## src/sv/slop_pkg.sv

```systemverilog
// Shared types and constants for the sorted list with odd purge.
// Used by every module of the block; no dependencies.
`timescale 1ns / 1ps

package slop_pkg;

   localparam int CAPACITY = 16;
   localparam int LIMIT    = (CAPACITY < 16) ? CAPACITY : 16;
   localparam int IDX_W    = $clog2(LIMIT);
   localparam int CNT_W    = $clog2(LIMIT + 1);

   localparam logic [1:0] MODE_INSERT = 2'd0;
   localparam logic [1:0] MODE_PURGE  = 2'd1;
   localparam logic [1:0] MODE_DUMP   = 2'd2;

   typedef enum logic [3:0] {
      ST_IDLE,
      ST_INS_RD,
      ST_INS_WR,
      ST_INS_PUT,
      ST_PRG_RD,
      ST_PRG_WR,
      ST_DMP_RD,
      ST_DMP_OUT,
      ST_RESP
   } state_type;

   typedef struct packed {
      logic              we;
      logic [IDX_W-1:0]  waddr;
      logic [31:0]       wdata;
      logic [IDX_W-1:0]  raddr;
   } mem_req_type;

   typedef struct packed {
      logic ge;
      logic pos_odd;
   } cmp_res_type;

endpackage

```

## src/sv/slop_store.sv

```systemverilog
// Value store: one write port and one registered read port.
// Depends on slop_pkg.
`timescale 1ns / 1ps

module slop_store (
   input  logic                 clock,
   input  slop_pkg::mem_req_type mem_req,
   output logic [31:0]          rd_data
);
   import slop_pkg::*;

   logic [31:0] mem_ff [LIMIT];
   logic [31:0] rd_data_ff;

   always_ff @(posedge clock) begin
      if (mem_req.we) begin
         mem_ff[mem_req.waddr] <= mem_req.wdata;
      end
      rd_data_ff <= mem_ff[mem_req.raddr];
   end

   assign rd_data = rd_data_ff;

endmodule

```

## src/sv/slop_cmp.sv

```systemverilog
// Shared compare unit: signed greater-or-equal and positive-odd test.
// Depends on slop_pkg.
`timescale 1ns / 1ps

module slop_cmp (
   input  logic signed [31:0]    a,
   input  logic signed [31:0]    b,
   output slop_pkg::cmp_res_type res
);
   import slop_pkg::*;

   always_comb begin
      res.ge      = (a >= b);
      res.pos_odd = !a[31] && a[0];
   end

endmodule

```

## src/sv/slop_ctrl.sv

```systemverilog
// Sequencer for insert, purge and dump, plus the result register.
// Depends on slop_pkg; drives slop_store and uses slop_cmp results.
`timescale 1ns / 1ps

module slop_ctrl (
   input  logic                  clock,
   input  logic                  reset,
   input  logic                  req_valid,
   output logic                  req_ready,
   input  logic [1:0]            req_mode,
   input  logic signed [31:0]    req_value,
   output logic                  rsp_valid,
   input  logic                  rsp_ready,
   output logic signed [31:0]    rsp_element,
   output logic [3:0]            rsp_position,
   output logic [4:0]            rsp_length,
   output logic [4:0]            rsp_removed,
   output logic                  rsp_dropped,
   output logic                  rsp_empty_dump,
   output logic                  rsp_is_last,
   output slop_pkg::mem_req_type mem_req,
   input  logic signed [31:0]    rd_data,
   output logic signed [31:0]    cmp_b,
   input  slop_pkg::cmp_res_type cmp_res
);
   import slop_pkg::*;

   state_type state_ff, state_in;

   logic [CNT_W-1:0] count_ff, count_in;
   logic [CNT_W-1:0] n_ff, n_in;
   logic [CNT_W-1:0] kept_ff, kept_in;
   logic [IDX_W-1:0] idx_ff, idx_in;
   logic signed [31:0] value_ff, value_in;
   logic dropped_ff, dropped_in;
   logic empty_ff, empty_in;
   logic purge_ff, purge_in;

   logic               rsp_valid_ff, rsp_valid_in;
   logic signed [31:0] rsp_element_ff, rsp_element_in;
   logic [3:0]         rsp_position_ff, rsp_position_in;
   logic [4:0]         rsp_length_ff, rsp_length_in;
   logic [4:0]         rsp_removed_ff, rsp_removed_in;
   logic               rsp_dropped_ff, rsp_dropped_in;
   logic               rsp_empty_ff, rsp_empty_in;
   logic               rsp_last_ff, rsp_last_in;

   logic accept;
   logic out_free;
   logic load;
   logic walk_last;
   logic [CNT_W-1:0] purge_removed;

   assign req_ready = (state_ff == ST_IDLE);
   assign accept    = req_valid && req_ready;
   assign out_free  = !rsp_valid_ff || rsp_ready;
   assign walk_last = ((CNT_W'(idx_ff) + 1'b1) == n_ff);
   assign purge_removed = n_ff - kept_ff;
   assign cmp_b     = value_ff;

   // next state
   always_comb begin
      state_in = state_ff;
      case (state_ff)
         ST_IDLE: begin
            if (accept) begin
               case (req_mode)
                  MODE_INSERT: begin
                     if (count_ff == CNT_W'(LIMIT)) begin
                        state_in = ST_RESP;
                     end else if (count_ff == '0) begin
                        state_in = ST_INS_PUT;
                     end else begin
                        state_in = ST_INS_RD;
                     end
                  end
                  MODE_PURGE: begin
                     state_in = (count_ff == '0) ? ST_RESP : ST_PRG_RD;
                  end
                  MODE_DUMP: begin
                     state_in = (count_ff == '0) ? ST_RESP : ST_DMP_RD;
                  end
                  default: state_in = ST_IDLE;
               endcase
            end
         end
         ST_INS_RD:  state_in = ST_INS_WR;
         ST_INS_WR: begin
            if (!cmp_res.ge) begin
               state_in = ST_RESP;
            end else if (idx_ff == '0) begin
               state_in = ST_INS_PUT;
            end else begin
               state_in = ST_INS_RD;
            end
         end
         ST_INS_PUT: state_in = ST_RESP;
         ST_PRG_RD:  state_in = ST_PRG_WR;
         ST_PRG_WR:  state_in = walk_last ? ST_RESP : ST_PRG_RD;
         ST_DMP_RD:  state_in = ST_DMP_OUT;
         ST_DMP_OUT: begin
            if (out_free) begin
               state_in = walk_last ? ST_IDLE : ST_DMP_RD;
            end
         end
         ST_RESP: begin
            if (out_free) begin
               state_in = ST_IDLE;
            end
         end
         default: state_in = ST_IDLE;
      endcase
   end

   // datapath and outputs
   always_comb begin
      count_in   = count_ff;
      n_in       = n_ff;
      kept_in    = kept_ff;
      idx_in     = idx_ff;
      value_in   = value_ff;
      dropped_in = dropped_ff;
      empty_in   = empty_ff;
      purge_in   = purge_ff;

      mem_req.we    = 1'b0;
      mem_req.waddr = idx_ff + 1'b1;
      mem_req.wdata = rd_data;
      mem_req.raddr = idx_ff;

      load            = 1'b0;
      rsp_element_in  = rsp_element_ff;
      rsp_position_in = rsp_position_ff;
      rsp_length_in   = rsp_length_ff;
      rsp_removed_in  = rsp_removed_ff;
      rsp_dropped_in  = rsp_dropped_ff;
      rsp_empty_in    = rsp_empty_ff;
      rsp_last_in     = rsp_last_ff;

      case (state_ff)
         ST_IDLE: begin
            if (accept) begin
               value_in   = req_value;
               dropped_in = 1'b0;
               empty_in   = 1'b0;
               purge_in   = 1'b0;
               n_in       = count_ff;
               kept_in    = '0;
               idx_in     = '0;
               case (req_mode)
                  MODE_INSERT: begin
                     if (count_ff == CNT_W'(LIMIT)) begin
                        dropped_in = 1'b1;
                     end else begin
                        count_in = count_ff + 1'b1;
                        if (count_ff != '0) begin
                           idx_in = IDX_W'(count_ff - 1'b1);
                        end
                     end
                  end
                  MODE_PURGE: purge_in = 1'b1;
                  MODE_DUMP:  empty_in = (count_ff == '0);
                  default: ;
               endcase
            end
         end
         ST_INS_WR: begin
            mem_req.we = 1'b1;
            if (cmp_res.ge) begin
               mem_req.wdata = rd_data;
               if (idx_ff != '0) begin
                  idx_in = idx_ff - 1'b1;
               end
            end else begin
               mem_req.wdata = value_ff;
            end
         end
         ST_INS_PUT: begin
            mem_req.we    = 1'b1;
            mem_req.waddr = '0;
            mem_req.wdata = value_ff;
         end
         ST_PRG_WR: begin
            mem_req.waddr = IDX_W'(kept_ff);
            mem_req.wdata = rd_data;
            if (!cmp_res.pos_odd) begin
               mem_req.we = 1'b1;
               kept_in    = kept_ff + 1'b1;
            end
            if (walk_last) begin
               count_in = kept_in;
            end else begin
               idx_in = idx_ff + 1'b1;
            end
         end
         ST_DMP_OUT: begin
            if (out_free) begin
               load            = 1'b1;
               rsp_element_in  = rd_data;
               rsp_position_in = 4'(idx_ff);
               rsp_length_in   = 5'(n_ff);
               rsp_removed_in  = '0;
               rsp_dropped_in  = 1'b0;
               rsp_empty_in    = 1'b0;
               rsp_last_in     = walk_last;
               if (!walk_last) begin
                  idx_in = idx_ff + 1'b1;
               end
            end
         end
         ST_RESP: begin
            if (out_free) begin
               load            = 1'b1;
               rsp_element_in  = '0;
               rsp_position_in = '0;
               rsp_length_in   = 5'(count_ff);
               rsp_removed_in  = purge_ff ? 5'(purge_removed) : 5'd0;
               rsp_dropped_in  = dropped_ff;
               rsp_empty_in    = empty_ff;
               rsp_last_in     = 1'b1;
            end
         end
         default: ;
      endcase

      if (load) begin
         rsp_valid_in = 1'b1;
      end else if (rsp_ready) begin
         rsp_valid_in = 1'b0;
      end else begin
         rsp_valid_in = rsp_valid_ff;
      end
   end

   always_ff @(posedge clock) begin
      if (reset) begin
         state_ff     <= ST_IDLE;
         count_ff     <= '0;
         rsp_valid_ff <= 1'b0;
      end else begin
         state_ff     <= state_in;
         count_ff     <= count_in;
         rsp_valid_ff <= rsp_valid_in;
      end
   end

   always_ff @(posedge clock) begin
      n_ff            <= n_in;
      kept_ff         <= kept_in;
      idx_ff          <= idx_in;
      value_ff        <= value_in;
      dropped_ff      <= dropped_in;
      empty_ff        <= empty_in;
      purge_ff        <= purge_in;
      rsp_element_ff  <= rsp_element_in;
      rsp_position_ff <= rsp_position_in;
      rsp_length_ff   <= rsp_length_in;
      rsp_removed_ff  <= rsp_removed_in;
      rsp_dropped_ff  <= rsp_dropped_in;
      rsp_empty_ff    <= rsp_empty_in;
      rsp_last_ff     <= rsp_last_in;
   end

   assign rsp_valid      = rsp_valid_ff;
   assign rsp_element    = rsp_element_ff;
   assign rsp_position   = rsp_position_ff;
   assign rsp_length     = rsp_length_ff;
   assign rsp_removed    = rsp_removed_ff;
   assign rsp_dropped    = rsp_dropped_ff;
   assign rsp_empty_dump = rsp_empty_ff;
   assign rsp_is_last    = rsp_last_ff;

endmodule

```

## src/sv/sorted_list_with_odd_purge.sv

```systemverilog
// Top level of the sorted list with odd purge: sequencer, compare unit, store.
// Depends on slop_pkg, slop_store, slop_cmp, slop_ctrl.
//
//   channel | direction | handshake             | payload
//   req     | in        | req_valid / req_ready | req_mode, req_value
//   rsp     | out       | rsp_valid / rsp_ready | element, position, length,
//           |           |                       | removed, dropped, empty_dump, is_last
//
// Steps per item, from the req transfer to ready again: Insert reads and writes each
// entry compared, with a put state when the value lands at the front, then responds
// (empty store: put, response; full store: response only). Purge reads and writes
// each stored entry, then responds. Dump reads and emits each entry (empty: responds).
// Each walk step pays the registered read of the store's single read port.
// Synchronous reset empties the list; store contents are not cleared.
// A stalled rsp holds the sequencer; req_ready is low until the item ends.
`timescale 1ns / 1ps

module sorted_list_with_odd_purge (
   input  logic               clock,
   input  logic               reset,
   input  logic               req_valid,
   output logic               req_ready,
   input  logic [1:0]         req_mode,
   input  logic signed [31:0] req_value,
   output logic               rsp_valid,
   input  logic               rsp_ready,
   output logic signed [31:0] rsp_element,
   output logic [3:0]         rsp_position,
   output logic [4:0]         rsp_length,
   output logic [4:0]         rsp_removed,
   output logic               rsp_dropped,
   output logic               rsp_empty_dump,
   output logic               rsp_is_last
);
   import slop_pkg::*;

   mem_req_type        mem_req;
   logic signed [31:0] rd_data;
   logic signed [31:0] cmp_b;
   cmp_res_type        cmp_res;

   slop_store u_store (
      .clock   (clock),
      .mem_req (mem_req),
      .rd_data (rd_data)
   );

   slop_cmp u_cmp (
      .a   (rd_data),
      .b   (cmp_b),
      .res (cmp_res)
   );

   slop_ctrl u_ctrl (
      .clock          (clock),
      .reset          (reset),
      .req_valid      (req_valid),
      .req_ready      (req_ready),
      .req_mode       (req_mode),
      .req_value      (req_value),
      .rsp_valid      (rsp_valid),
      .rsp_ready      (rsp_ready),
      .rsp_element    (rsp_element),
      .rsp_position   (rsp_position),
      .rsp_length     (rsp_length),
      .rsp_removed    (rsp_removed),
      .rsp_dropped    (rsp_dropped),
      .rsp_empty_dump (rsp_empty_dump),
      .rsp_is_last    (rsp_is_last),
      .mem_req        (mem_req),
      .rd_data        (rd_data),
      .cmp_b          (cmp_b),
      .cmp_res        (cmp_res)
   );

endmodule

```

## config.mk

```make
export PLATFORM = sky130hd
export DESIGN_NAME = sorted_list_with_odd_purge
export DESIGN_NICKNAME = d
export VERILOG_FILES = /design/src/sv/slop_pkg.sv /design/src/sv/slop_store.sv /design/src/sv/slop_cmp.sv /design/src/sv/slop_ctrl.sv /design/src/sv/sorted_list_with_odd_purge.sv
export SDC_FILE = /design/constraint.sdc
export NUM_CORES = 1
export LEC_CHECK = 0
export CAP_MARGIN = 20
export CORE_MARGIN = 2
export CORE_UTILIZATION = 60
export DETAILED_ROUTE_END_ITERATION = 10
export DONT_BUFFER_PORTS = 1
export MAX_ROUTING_LAYER = met4
export PLACE_DENSITY = 0.76
export SYNTH_ARGS = -nofsm -noshare
export SYNTH_HDL_FRONTEND = slang
export SYNTH_HIERARCHICAL = 1
export SYNTH_SLANG_ARGS = --single-unit
```

## constraint.sdc

```tcl
create_clock -name clock -period 5.8 [get_ports clock]
set_clock_uncertainty 0.15 [all_clocks]
set_input_delay 0.29 -clock clock [delete_from_list [all_inputs] [get_ports clock]]
set_output_delay 0.29 -clock clock [all_outputs]
set_load 0.02 [all_outputs]
```

# ---- Yosys cells after proc, flatten, opt, wreduce, memory -nomap -nowiden
# Memory sizes are Yosys's and may differ from the RTL's. A register that Yosys moved wholly into a read port is not among the register bits.
# Index checks and enable logic that the tools add are counted.
dict set report op_classes {
  n_lt_le_gt_ge 1
  muxes 63
  n_reduce_logical 23
  n_mul 0
  addsub 7
  shifts 0
  n_eq_ne 20
  bitwise_logic 0
  div_mod_pow 0
}
# operator n
set op_table {}
lappend op_table {{case mux 32 bit (2 select lines)} 2}
lappend op_table {{2-to-1 mux 32 bit} 3}
lappend op_table {{2-to-1 mux 4 bit} 17}
lappend op_table {{2-to-1 mux 5 bit} 11}
lappend op_table {{case mux 5 bit (2 select lines)} 4}
lappend op_table {{case mux 4 bit (9 select lines)} 1}
lappend op_table {{>= comparator 32 bit} 1}
lappend op_table {{equality test 4 x 3 -> 1 bit (second input constant)} 4}
lappend op_table {{case mux 4 bit (2 select lines)} 2}
lappend op_table {{case mux 4 bit (4 select lines)} 1}
lappend op_table {{2-to-1 mux 1 bit} 14}
lappend op_table {{case mux 4 bit (3 select lines)} 1}
lappend op_table {{adder 5 x 1 -> 5 bit (second input constant)} 2}
lappend op_table {{!= test 2 x 1 -> 1 bit (second input constant)} 5}
lappend op_table {{AND reduction 5 bit} 2}
lappend op_table {{equality test 4 x 2 -> 1 bit (second input constant)} 2}
lappend op_table {{logical NOT 4 bit} 2}
lappend op_table {{case mux 1 bit (2 select lines)} 4}
lappend op_table {{nonzero test 4 bit} 2}
lappend op_table {{subtractor 4 x 1 -> 4 bit (second input constant)} 2}
lappend op_table {{!= test 2 bit (second input constant)} 3}
lappend op_table {{AND reduction 3 bit} 2}
lappend op_table {{nonzero test 2 bit} 3}
lappend op_table {{adder 4 x 1 -> 5 bit (second input constant)} 1}
lappend op_table {{other kinds (18)} 23}
dict set report word_totals {
  out_inout_bits 51
  mem_count 1
  ram_bits 512
  word_cells 132
  latch_bits 0
  mem_bits_ro 0
  in_bits 38
  register_bits 108
}
# memory depth word_bits read_ports rd_clocked_by_memory_dff wr line_no
set mem_list {}
lappend mem_list {u_store.mem_ff 16 32 1 1 1 slop_store.sv:12} ;# logic [31:0] mem_ff [LIMIT];

# ---- Logic depth before layout (Yosys ltp)
# Gate-level depths: netlist of run 1.
dict set report depth {
  depth_word 6
  mapped_depth 13
}

# ---- Modules after synthesis
# The synthesis of run 1 kept the hierarchy.
# module n_inst cells_per_inst area_per_inst_um2 seq_area_each_um2
set by_module_without_submodules {}
lappend by_module_without_submodules {slop_store 1 838 19836.5 16015.4}
lappend by_module_without_submodules {slop_ctrl 1 483 5342.6 3143.0}
lappend by_module_without_submodules {slop_cmp 1 115 879.6 0.0}

# ---- Worst setup path after synthesis of run 1
# No wires, ideal clock.
dict set report synth_timing {
  path_type {reg-to-reg}
  from {reg u_ctrl.state_ff[2]}
  to {mem u_store.mem_ff[0][0] (enable)}
  t_arrival_ns 3.930
  stages_incl_launch_ff 9
  t_required_ns 5.189
  path_buffers 2
  setup_time_ns 0.461
  period_less_slack_ns 4.541
  path_slack_ns 1.259
  path_cell_list {dfxtp_1 buf_2 nor2_1 and2_1 clkbuf_1 a21oi_1 a22o_1 or3b_2 nor3_1}
}
# item line_no
set synth_rtl {}
lappend synth_rtl {{from (decl)} slop_ctrl.sv:28} ;# state_type state_ff, state_in;
lappend synth_rtl {{from (signal assigned)} slop_ctrl.sv:241} ;# state_ff <= state_in;
lappend synth_rtl {{to (decl)} slop_store.sv:12}

==> metrics, run 1 <==
Clock Tree Buf Depth 3; Yosys Warn Count 6; Hold Fails Final Rpt 0; crit path launch type register; Avg Inst Size Synth 18.1 sq um; share of cells above drive strength 1 21.3%; largest cells by area after synthesis edfxtp_1 70%, mux4_2 11%, dfxtp_1 3.2%, ha_1 2.1%, a22oi_1 1.8%; Syn Nets 1518; Netlist Area Pre-Place 26100 sq um; clock latency on the worst-skew pair 0.63 ns; CTS Buf Count 61; largest net degree at the start of global routing 63; Synth top area share 70.3%; leak pwr 9.94 nW; Final Net Count 1608; cell taking the most area after synthesis edfxtp_1; share of synthesized registers carrying an async set or reset 0%; Crit Path Class reg -> reg; vias per std cell 6.36; crit path DAT 4.41 ns; GRT overflow 0; Rows 76; outcome finished, final reports clean; Residual DRC 0; number of flops mapped to enable cells by yosys 610; Layout Area Growth over Synthesis 13.6%; synth cell count leaders 610 x edfxtp_1, 128 x mux4_2, 122 x nand2_1; #FFs+latches synth 652; initial core utilization 60.6%; port bufs 0; Post-Syn Instances 1436; Main synth FF type edfxtp_1; RSZ-0062 raised after global routing false; VDD IR max 0.000275 V; clk sinks 652; detailed-route wire length 59000 um; Max FO, Critical Path 49; antenna violations before repair 5; Clock transition at path regs 0.07 ns; Worst setup EP type register; I/O Pins 89; Slew @ Worst Pin 0.975 ns; first-pass iteration count of the detailed router 5; Final Cycle Share 72.3%; total number of vias 13800; register area share after synthesis 73.5%; full die area 45100 sq um; TNS Setup 0 ns; CTS tree done; Hold Path Class in -> reg; number of global-route vias before repair 13900; Distinct cells, synth 76; CTS H-tree depth 2; max-slew violation count 0; max_cap viols 0; Max-slew headroom 34.4%; First DRT Iteration DRCs 1784; gr usage total 27.9%; setup violators final 0; Final ANT Viol Nets 0; Max Fclk 239 MHz; CP Data Required Time 6.02 ns; Non-Filler Cell Area, Final 29600 sq um; Final Util 68.9%; routed len/inst 27.2 um; Power Density 402 nW/um^2; Die W 212 um; Root Buffer clkbuf_16; routability cong. 0.875; global-route wire length before repair 88100 um; most common cell in the netlist edfxtp_1; core footprint 43000 sq um; setup bufs post-CTS 0; clock period minus worst slack 4.19 ns; Area after DPL 27100 sq um; Final HPWL DP 32100 um; Die Ht 212 um
[placed cells by master, fill, tap and decap left out, types with 5 or more instances in the layout]
cell and instances:
a21o_1 5, a21oi_1 24, a22oi_1 64, buf_4 58, bufinv_16 11, clkbuf_1 11
clkbuf_16 61, clkinv_2 16, dfxtp_1 42, diode_2 5, dlygate4sd3_1 38, edfxtp_1 610
ha_1 43, inv_1 46, mux4_2 128, nand2_1 122, nand2b_1 5, nand3_1 8
nand3b_1 5, nand4_1 6, nor2_1 38, nor2_4 14, nor2b_1 41, o21ai_0 43
xnor2_1 7, xor2_1 12
[critical path, stage by stage, from the launching register on]
cell and delay (ns):
edfxtp_1 0.35, inv_1 0.05, ha_1 0.38, nand4_1 0.25, nor4_4 0.49, o31ai_2 0.16, and3_1 0.20, o22ai_2 0.21
a21o_2 0.80, o21ai_0 0.57, buf_2 0.32
[final cells by class]
class / instances / area, sq um
tap: 585 / 732
inverter: 47 / 176
multi-input combinational: 662 / 6510
sequential: 652 / 19200
fill: 2692 / 13400
antenna: 5 / 12.5
clock inverter: 39 / 514
clock buffer: 74 / 1600
timing repair buffer: 102 / 897
[sequential cells by signal, summed over array words and instances, names as in the netlist, 4 cells and up]
name                 flops
u_ctrl/n_ff              5
u_store/mem_ff         512
u_store/rd_data         32
u_ctrl/idx_ff            4
u_ctrl/state_ff          4
u_ctrl/cmp_b            32
u_ctrl/rsp_element      32
u_ctrl/rsp_length        5
u_ctrl/rsp_position      4
u_ctrl/kept_ff           5
u_ctrl/count_ff          5
u_ctrl/rsp_removed       5
[report_power, final]
group	switching (mW)	leakage (nW)	total [mW]	internal, mW
sequential	0.180	5.91	5.93	5.75
combinational	1.14	2.99	1.81	0.670
clock	1.70	1.04	4.16	2.45
[kinds of logic (layout without fill, tap and decap cells)]
group,count (synthesis),count (layout),share of synthesized area [%]
flops,652,652,73.5
simple gates,281,281,5.38
fa+ha+maj,44,44,2.14
other cells,0,5,0
xor+xnor,20,20,0.725
buf+inv,122,262,2.05
mux,135,135,11.4
compound gates,182,182,4.83
[worst paths after layout]
path	start	end	slack, ns	cells after the start
max	u_ctrl/cmp_b[31]$_DFFE_PP_	u_store/mem_ff[2][3]$_DFFE_PP_	1.61	10
min	rsp_ready	u_ctrl/state_ff[3]$_SDFFE_PP0P_	0.05	4
min reg2reg	u_ctrl/dropped_ff$_SDFFCE_PN0P_	u_ctrl/rsp_dropped$_SDFFCE_PN0P_	0.41	1
max reg2reg	u_ctrl/cmp_b[31]$_DFFE_PP_	u_store/mem_ff[2][3]$_DFFE_PP_	1.61	10
[metrics by stage]
| stage | power (mW) | setup slack (ns) | std cells | hold WS, ns |
|---|---|---|---|---|
| 6_report | 11.9 | 1.61 | 2166 | 0.0478 |
| 2_1_floorplan | 7.15 | 1.26 | 1436 | 0.239 |
| 3_5_place_dp | 7.78 | 1.44 | 2009 | 0.218 |
| 4_1_cts | 11.9 | 1.42 | 2160 | 0.0188 |
| 3_3_place_gp | 7.70 | 1.72 | 2005 | 0.218 |
| 5_1_grt | 12.3 | 1.39 | 2166 | 0.0617 |
[timing repair]
action                                  CTS  global route
hold buffers                             38             0
endpoints found under the setup margin    0             0
endpoints found under the hold margin    54             0
resized for setup                         0             0
[routing by layer]
| metal | vias to the layer above | GRT usage (%) | wire (um) | share of wire [%] |
|---|---|---|---|---|
| li1 | 5868 | - | - | - |
| met1 | 7044 | 37.7 | 22500 | 38 |
| met2 | 738 | 43.7 | 28900 | 49 |
| met3 | 136 | 4.59 | 5490 | 9.3 |
| met4 | 0 | 10.4 | 2000 | 3.4 |
| met5 | - | - | 0 | 0 |
(Power assumes the default switching activity.)
==> run 2, diff against run 1 <==
Settings changed: CORE_UTILIZATION 60 to 57, PLACE_DENSITY 0.76 to 0.75.
Clock period 5.8 ns to 3.45 ns, I/O delays scaled along.
==> metrics, run 2 (same netlist as run 1, synthesis figures left out) <==
outcome finished, final reports clean (unchanged); Max Fclk 301 MHz (was 239 MHz); Final Net Count 1649 (was 1608); global-route wire length before repair 90300 um (was 88100 um); Clk network pwr share 35.1% (was 34.9%); most frequent cells in the layout 610 x edfxtp_1, 128 x mux4_2, 122 x nand2_1, 74 x buf_4, 71 x clkbuf_16 (was 610 x edfxtp_1, 128 x mux4_2, 122 x nand2_1, 64 x a22oi_1, 61 x clkbuf_16); Logic pwr share 15.5% (was 15.2%); First DRT Iteration DRCs 1503 (was 1784); Die W 218 um (was 212 um); share of cells above drive strength 1 22.4% (was 21.3%); Layout Area Growth over Synthesis 16.0% (was 13.6%); CTS Buf Count 68 (was 61); R2R depth 13 (was 10); placed insts 2057 (was 2009); Final Cycle Share 96.4% (was 72.3%); Residual DRC 0 (unchanged); CP Data Required Time 3.63 ns (was 6.02 ns); detailed-route wire length 61300 um (was 59000 um); first-pass iteration count of the detailed router 7 (was 5); clock latency on the worst-skew pair 0.60 ns (was 0.63 ns); Non-Filler Cell Area, Final 30200 sq um (was 29600 sq um); core footprint 45300 sq um (was 43000 sq um); Clock Tree Buf Depth 3 (unchanged); total number of vias 14100 (was 13800); routed len/inst 27.6 um (was 27.2 um); Area after DPL 27600 sq um (was 27100 sq um); pre-CTS setup slack 0.154 ns (was 1.44 ns); setup violators final 0 (unchanged); clock period minus worst slack 3.33 ns (was 4.19 ns); Root Buffer clkbuf_16 (unchanged); max-slew violation count 0 (unchanged); TNS Setup 0 ns (unchanged); total chip power 20.2 mW (was 11.9 mW); number of global-route vias before repair 14500 (was 13900); filler cell count 2836 (was 2692); CTS H-tree depth 3 (was 2); I/O Pins 89 (unchanged); P_sw 5.15 mW (was 3.02 mW); Hold Startpoint req_value[20] (was rsp_ready); Hold Fails Final Rpt 0 (unchanged); Die Ht 218 um (was 212 um); Worst setup EP type register (unchanged); Worst R2R End u_store/mem_ff[2][8]$_DFFE_PP_ (was u_store/mem_ff[2][3]$_DFFE_PP_); vias per std cell 6.34 (was 6.36); hold path depth 1 (was 4); Top reg by flops u_store/mem_ff (unchanged); flop2flop setup slack 0.12 ns (was 1.61 ns); crit path DAT 3.50 ns (was 4.41 ns); antenna violations before repair 3 (was 5); most common cell after layout, fill and taps aside edfxtp_1 (unchanged); worst reg2reg path startpoint u_ctrl/cmp_b[19]$_DFFE_PP_ (was u_ctrl/cmp_b[31]$_DFFE_PP_); sw frac 25.5% (was 25.4%); GRT overflow 0 (unchanged); VDD IR max 0.000408 V (was 0.000275 V); initial core utilization 57.5% (was 60.6%); Crit Path Class reg -> reg (unchanged); routability cong. 0.853 (was 0.875); Rows 78 (was 76); Max FO, Critical Path 40 (was 49); max_cap viols 0 (unchanged); gr usage total 27.2% (was 27.9%); Max-slew headroom 32.4% (was 34.4%); Int Pwr 15.1 mW (was 8.88 mW); Power Density 669 nW/um^2 (was 402 nW/um^2); Hold Path Class in -> reg (unchanged); Hold Crit Endpoint u_ctrl/cmp_b[20]$_DFFE_PP_ (was u_ctrl/state_ff[3]$_SDFFE_PP0P_); leak pwr 10.2 nW (was 9.94 nW); Final ANT Viol Nets 0 (unchanged); RSZ-0062 raised after global routing false (unchanged); register area 19200 sq um (unchanged); crit path launch type register (unchanged); Clock transition at path regs 0.06 ns (was 0.07 ns); largest net degree at the start of global routing 83 (was 63); clk sinks 652 (unchanged); Largest register FFs 512 (unchanged); full die area 47400 sq um (was 45100 sq um); port bufs 0 (unchanged); Final WS setup 0.124 ns (was 1.61 ns); CTS tree done (unchanged); Multi-input gate area 6550 sq um (was 6510 sq um); Slew @ Worst Pin 1.01 ns (was 0.975 ns); Final HPWL DP 34500 um (was 32100 um); Cell Count, Final, Fillers Out 2221 (was 2166); Flop pwr share 49.4% (was 49.9%)
## run 2: worst max-delay path by stage
stage                                                from                                to  slack, ns  cells past startpoint
after detailed placement       u_ctrl/cmp_b[31]$_DFFE_PP_    u_store/mem_ff[7][7]$_DFFE_PP_       0.15                     12
final                          u_ctrl/cmp_b[19]$_DFFE_PP_    u_store/mem_ff[2][8]$_DFFE_PP_       0.12                     13
after CTS                      u_ctrl/cmp_b[14]$_DFFE_PP_   u_store/mem_ff[6][23]$_DFFE_PP_       0.10                     12
after global routing           u_ctrl/cmp_b[14]$_DFFE_PP_    u_store/mem_ff[0][8]$_DFFE_PP_       0.02                     13
after global placement         u_ctrl/cmp_b[31]$_DFFE_PP_  u_store/mem_ff[14][23]$_DFFE_PP_       0.18                     12
after floorplan           u_ctrl/state_ff[2]$_SDFFE_PP0P_    u_store/mem_ff[1][0]$_DFFE_PP_      -0.24                      8
## run 2: power groups by stage
stage	registers, mW	logic [mW]	clock network (mW)
global placement	10.1	2.91	0
detailed placement	10.1	3.04	0
finish	9.99	3.14	7.10
global route	10.0	3.42	7.49
floorplan	10.1	1.97	0
CTS	9.99	3.11	7.21
## run 2: stage by stage
step	util (%)	hold slack [ns]
after floorplan	-	0.121
after global placement	61.0	0.0993
after detailed placement	61.0	0.0989
after CTS	66.7	0.0190
after global routing	66.8	0.0540
final	66.8	0.0583
## run 2: layout make-up
class	instances	area share [%]
Tap cell	600	2.48
Antenna cell	3	0.0248
Clock inverter	27	0.836
Timing Repair Buffer	136	4.65
Clock buffer	94	6.36
Multi-Input combinational cell	662	21.7
Inverter	47	0.584
Sequential cell	652	63.4
## run 2: timing repair
item,4_1_cts,5_1_grt
gates resized for setup,0,4
setup buffers,0,1
hold buffers,39,0
endpoints found under the hold margin,64,0
setup endpoints to repair,0,164
## run 2: per-layer routing
metal  GRT usage [%]  wire [um]  up-vias
met2            44.8      31300      736
li1                -          -     5954
met5               -          0        -
met3            4.81       5130      173
met1            33.7      22500     7211
met4            11.7       2310        0
## run 2: critical path: stages (launching register included)
cell	delay [ns]
edfxtp_1	0.40
inv_1	0.08
ha_1	0.25
a21oi_1	0.16
o21a_1	0.16
o21ai_1	0.14
a2111oi_4	0.50
and3_1	0.23
o22ai_2	0.07
a21o_2	0.26
buf_12	0.17
nand2_1	0.10
o21ai_0	0.13
buf_4	0.21
==> run 3, diff against run 2 <==
Settings changed: ABC_AREA set to 1, CORE_UTILIZATION 57 to 58, PLACE_DENSITY 0.75 to 0.76.
==> metrics, run 3 <==
clock period minus worst slack 3.29 ns (was 3.33 ns); max_cap viols 0 (unchanged); port bufs 0 (unchanged); GRT overflow 0 (unchanged); cell taking the most area after synthesis edfxtp_1 (unchanged); Die W 227 um (was 218 um); gr usage total 29.2% (was 27.2%); Worst path most repeated cell nand2_1; Final HPWL DP 38900 um (was 34500 um); number of flops mapped to enable cells by yosys 610 (unchanged); Max Fclk 304 MHz (was 301 MHz); synth cell count leaders 770 x nand2_1, 610 x edfxtp_1, 504 x inv_1 (was 610 x edfxtp_1, 128 x mux4_2, 122 x nand2_1); Die Ht 227 um (was 218 um); R2R depth 18 (was 13); Post-Syn Instances 2785 (was 1436); Area after DPL 29800 sq um (was 27600 sq um); Yosys Warn Count 6 (unchanged); share of cells above drive strength 1 8.32% (was 22.4%); first-pass iteration count of the detailed router 8 (was 7); First DRT Iteration DRCs 2455 (was 1503); worst path cell trace inv_1 > ha_1 > nand2_1 > nor2_1 > nand2_1 > clkinv_1 > nand2_1 > nand2_1 > nand2_1 > nand3_1 > nand3_1 > inv_1 > nand2_2 > nand2_4 > buf_4 > nand3_1 > o21ai_0 > buf_4 (was inv_1 > ha_1 > a21oi_1 > o21a_1 > o21ai_1 > a2111oi_4 > and3_1 > o22ai_2 > a21o_2 > buf_12 > nand2_1 > o21ai_0 > buf_4); number of global-route vias before repair 19300 (was 14500); antenna violations before repair 2 (was 3); Crit Path Class reg -> reg (unchanged); VDD IR max 0.000705 V (was 0.000408 V); most common cell after layout, fill and taps aside nand2_1 (was edfxtp_1); Power Density 785 nW/um^2 (was 669 nW/um^2); Critical Path Max Stage Delay 0.36 ns (was 0.50 ns); routability cong. 0.907 (was 0.853); Root Buffer clkbuf_16 (unchanged); Largest register FFs 512 (unchanged); #FFs+latches synth 652 (unchanged); Distinct cells, synth 46 (was 76); detailed-route wire length 72600 um (was 61300 um); Layout Area Growth over Synthesis 12.4% (was 16.0%); Max-slew headroom 18.5% (was 32.4%); Hold Path Class in -> reg (unchanged); setup bufs post-CTS 0 (unchanged); I/O Pins 89 (unchanged); crit path launch type register (unchanged); share of synthesized registers carrying an async set or reset 0% (unchanged); Final Net Count 2926 (was 1649); total number of vias 20100 (was 14100); Main synth FF type edfxtp_1 (unchanged); WHS 0.0319 ns (was 0.0583 ns); CP Buf/Inv Count 5 (was 3); Rows 81 (was 78); most frequent cells in the layout 770 x nand2_1, 610 x edfxtp_1, 502 x inv_1, 446 x nand3_1, 75 x nor2_1 (was 610 x edfxtp_1, 128 x mux4_2, 122 x nand2_1, 74 x buf_4, 71 x clkbuf_16); CP Depth 18 (was 13); Worst setup EP type register (unchanged); Synth Area in Compound Gates 1.87% (was 4.83%); register area share after synthesis 66.4% (was 73.5%); most common cell in the netlist nand2_1 (was edfxtp_1); CP delay by family, top simple AND/OR/NAND/NOR gates (was compound AO/OA/AOI/OAI gates); Avg Inst Size Synth 10.4 sq um (was 18.1 sq um); CTS tree done (unchanged); adder-cell area share of the yosys netlist 1.94% (was 2.14%); clock latency on the worst-skew pair 0.64 ns (was 0.60 ns); simple-gate share of the synthesized area 20.0% (was 5.38%); total chip power 25.4 mW (was 20.2 mW); Max FO, Critical Path 20 (was 40); CTS Buf Count 61 (was 68); Synth Area in XOR/XNOR 0.121% (was 0.725%); Hold Fails Final Rpt 0 (unchanged); largest cells by area after synthesis edfxtp_1 64%, nand2_1 10%, nand3_1 7.7%, inv_1 6.6%, dfxtp_1 2.9% (was edfxtp_1 70%, mux4_2 11%, dfxtp_1 3.2%, ha_1 2.1%, a22oi_1 1.8%); Non-Filler Cell Area, Final 32400 sq um (was 30200 sq um); Syn Nets 2867 (was 1518); Residual DRC 0 (unchanged); core footprint 49100 sq um (was 45300 sq um); Clock Tree Buf Depth 3 (unchanged); hold path depth 1 (unchanged); initial core utilization 58.8% (was 57.5%); full die area 51500 sq um (was 47400 sq um); Final ANT Viol Nets 0 (unchanged); Synth top area share 63.5% (was 70.3%); largest net degree at the start of global routing 218 (was 83); outcome finished, final reports clean (unchanged); Slew @ Worst Pin 1.22 ns (was 1.01 ns); max-slew violation count 0 (unchanged); global-route wire length before repair 109000 um (was 90300 um); Top reg by flops u_store/mem_ff (unchanged); routed len/inst 20.4 um (was 27.6 um); crit path DAT 3.61 ns (was 3.50 ns); Netlist Area Pre-Place 28800 sq um (was 26100 sq um); combinational family with the most area after synthesis simple AND/OR/NAND/NOR gates (was multiplexers); CTS H-tree depth 2 (was 3); RSZ-0062 raised after global routing false (unchanged); clk sinks 652 (unchanged); CP Data Required Time 3.78 ns (was 3.63 ns); vias per std cell 5.64 (was 6.34); leak pwr 13.8 nW (was 10.2 nW); Clock transition at path regs 0.06 ns (about the same); mux cell area share after synthesis 0.0347% (was 11.4%); Final Cycle Share 95.3% (was 96.4%); CP max-delay cell edfxtp_1 (was a2111oi_4); setup violators final 0 (unchanged)
run 3: cell count changes after synthesis, moves of 40 or more:
cell / change
a22oi_1: -64
inv_1: +457
mux4_2: -128
nand2_1: +648
nand3_1: +438
nor2_1: +40
nor2b_1: -43
run 3: report_power, final:
part	switching [mW]	internal [mW]
sequential	0.412	10.4
combinational	5.44	2.17
clock	2.90	4.13
run 3: cell type report:
class	instances	area, sq um
antenna	3	7.51
clock buffer	70	1590
clock inverter	45	527
fill	3494	16700
inverter	514	1940
multi-input combinational	1495	7080
sequential	652	19200
tap	664	831
timing repair buffer	120	1270
run 3: cells by family (layout without fill, tap and decap cells):
group / Yosys count / after routing
AO/OA/AOI/OAI: 99 / 99
AND/OR/NAND/NOR: 1347 / 1347
flip-flops: 652 / 652
multiplexers: 1 / 1
adder cells (fa/ha/maj): 44 / 44
XOR/XNOR: 4 / 4
other: 0 / 3
buffers and inverters: 638 / 749
run 3: final timing paths:
check | end | from | slack, ns
setup reg to reg | u_store/mem_ff[7][8]$_DFFE_PP_ | u_ctrl/cmp_b[15]$_DFFE_PP_ | 0.16
setup / recovery | u_store/mem_ff[7][8]$_DFFE_PP_ | u_ctrl/cmp_b[15]$_DFFE_PP_ | 0.16
hold reg to reg | u_ctrl/n_ff[1]$_DFFE_PP_ | u_ctrl/count_ff[1]$_SDFFE_PP0P_ | 0.40
hold / removal | u_ctrl/cmp_b[29]$_DFFE_PP_ | req_value[29] | 0.03
run 3: through the flow:
step | instances | TNS [ns] | worst slack (ns) | utilization [%]
2_1_floorplan | 2785 | 0 | 0.126 | -
3_3_place_gp | 3403 | 0 | 0.0844 | 60.8
3_5_place_dp | 3404 | -1.25 | -0.0499 | 60.8
4_1_cts | 3560 | 0 | 0.112 | 66.0
5_1_grt | 3562 | 0 | 0.00919 | 66.0
6_report | 3563 | 0 | 0.161 | 66.0
run 3: layer usage:
layer / global-route usage [%] / part of all wire (%) / vias up
met5: - / 0 / -
li1: - / - / 9180
met4: 12.2 / 4.0 / 0
met1: 38.1 / 38 / 9457
met3: 4.74 / 11 / 214
met2: 46.0 / 47 / 1254
run 3: timing repair:
action | CTS | global route
cloned | 0 | 0
setup endpoints to repair | 64 | 336
hold buffers | 41 | 0
resized for setup | 5 | 2
hold endpoints to repair | 93 | 0
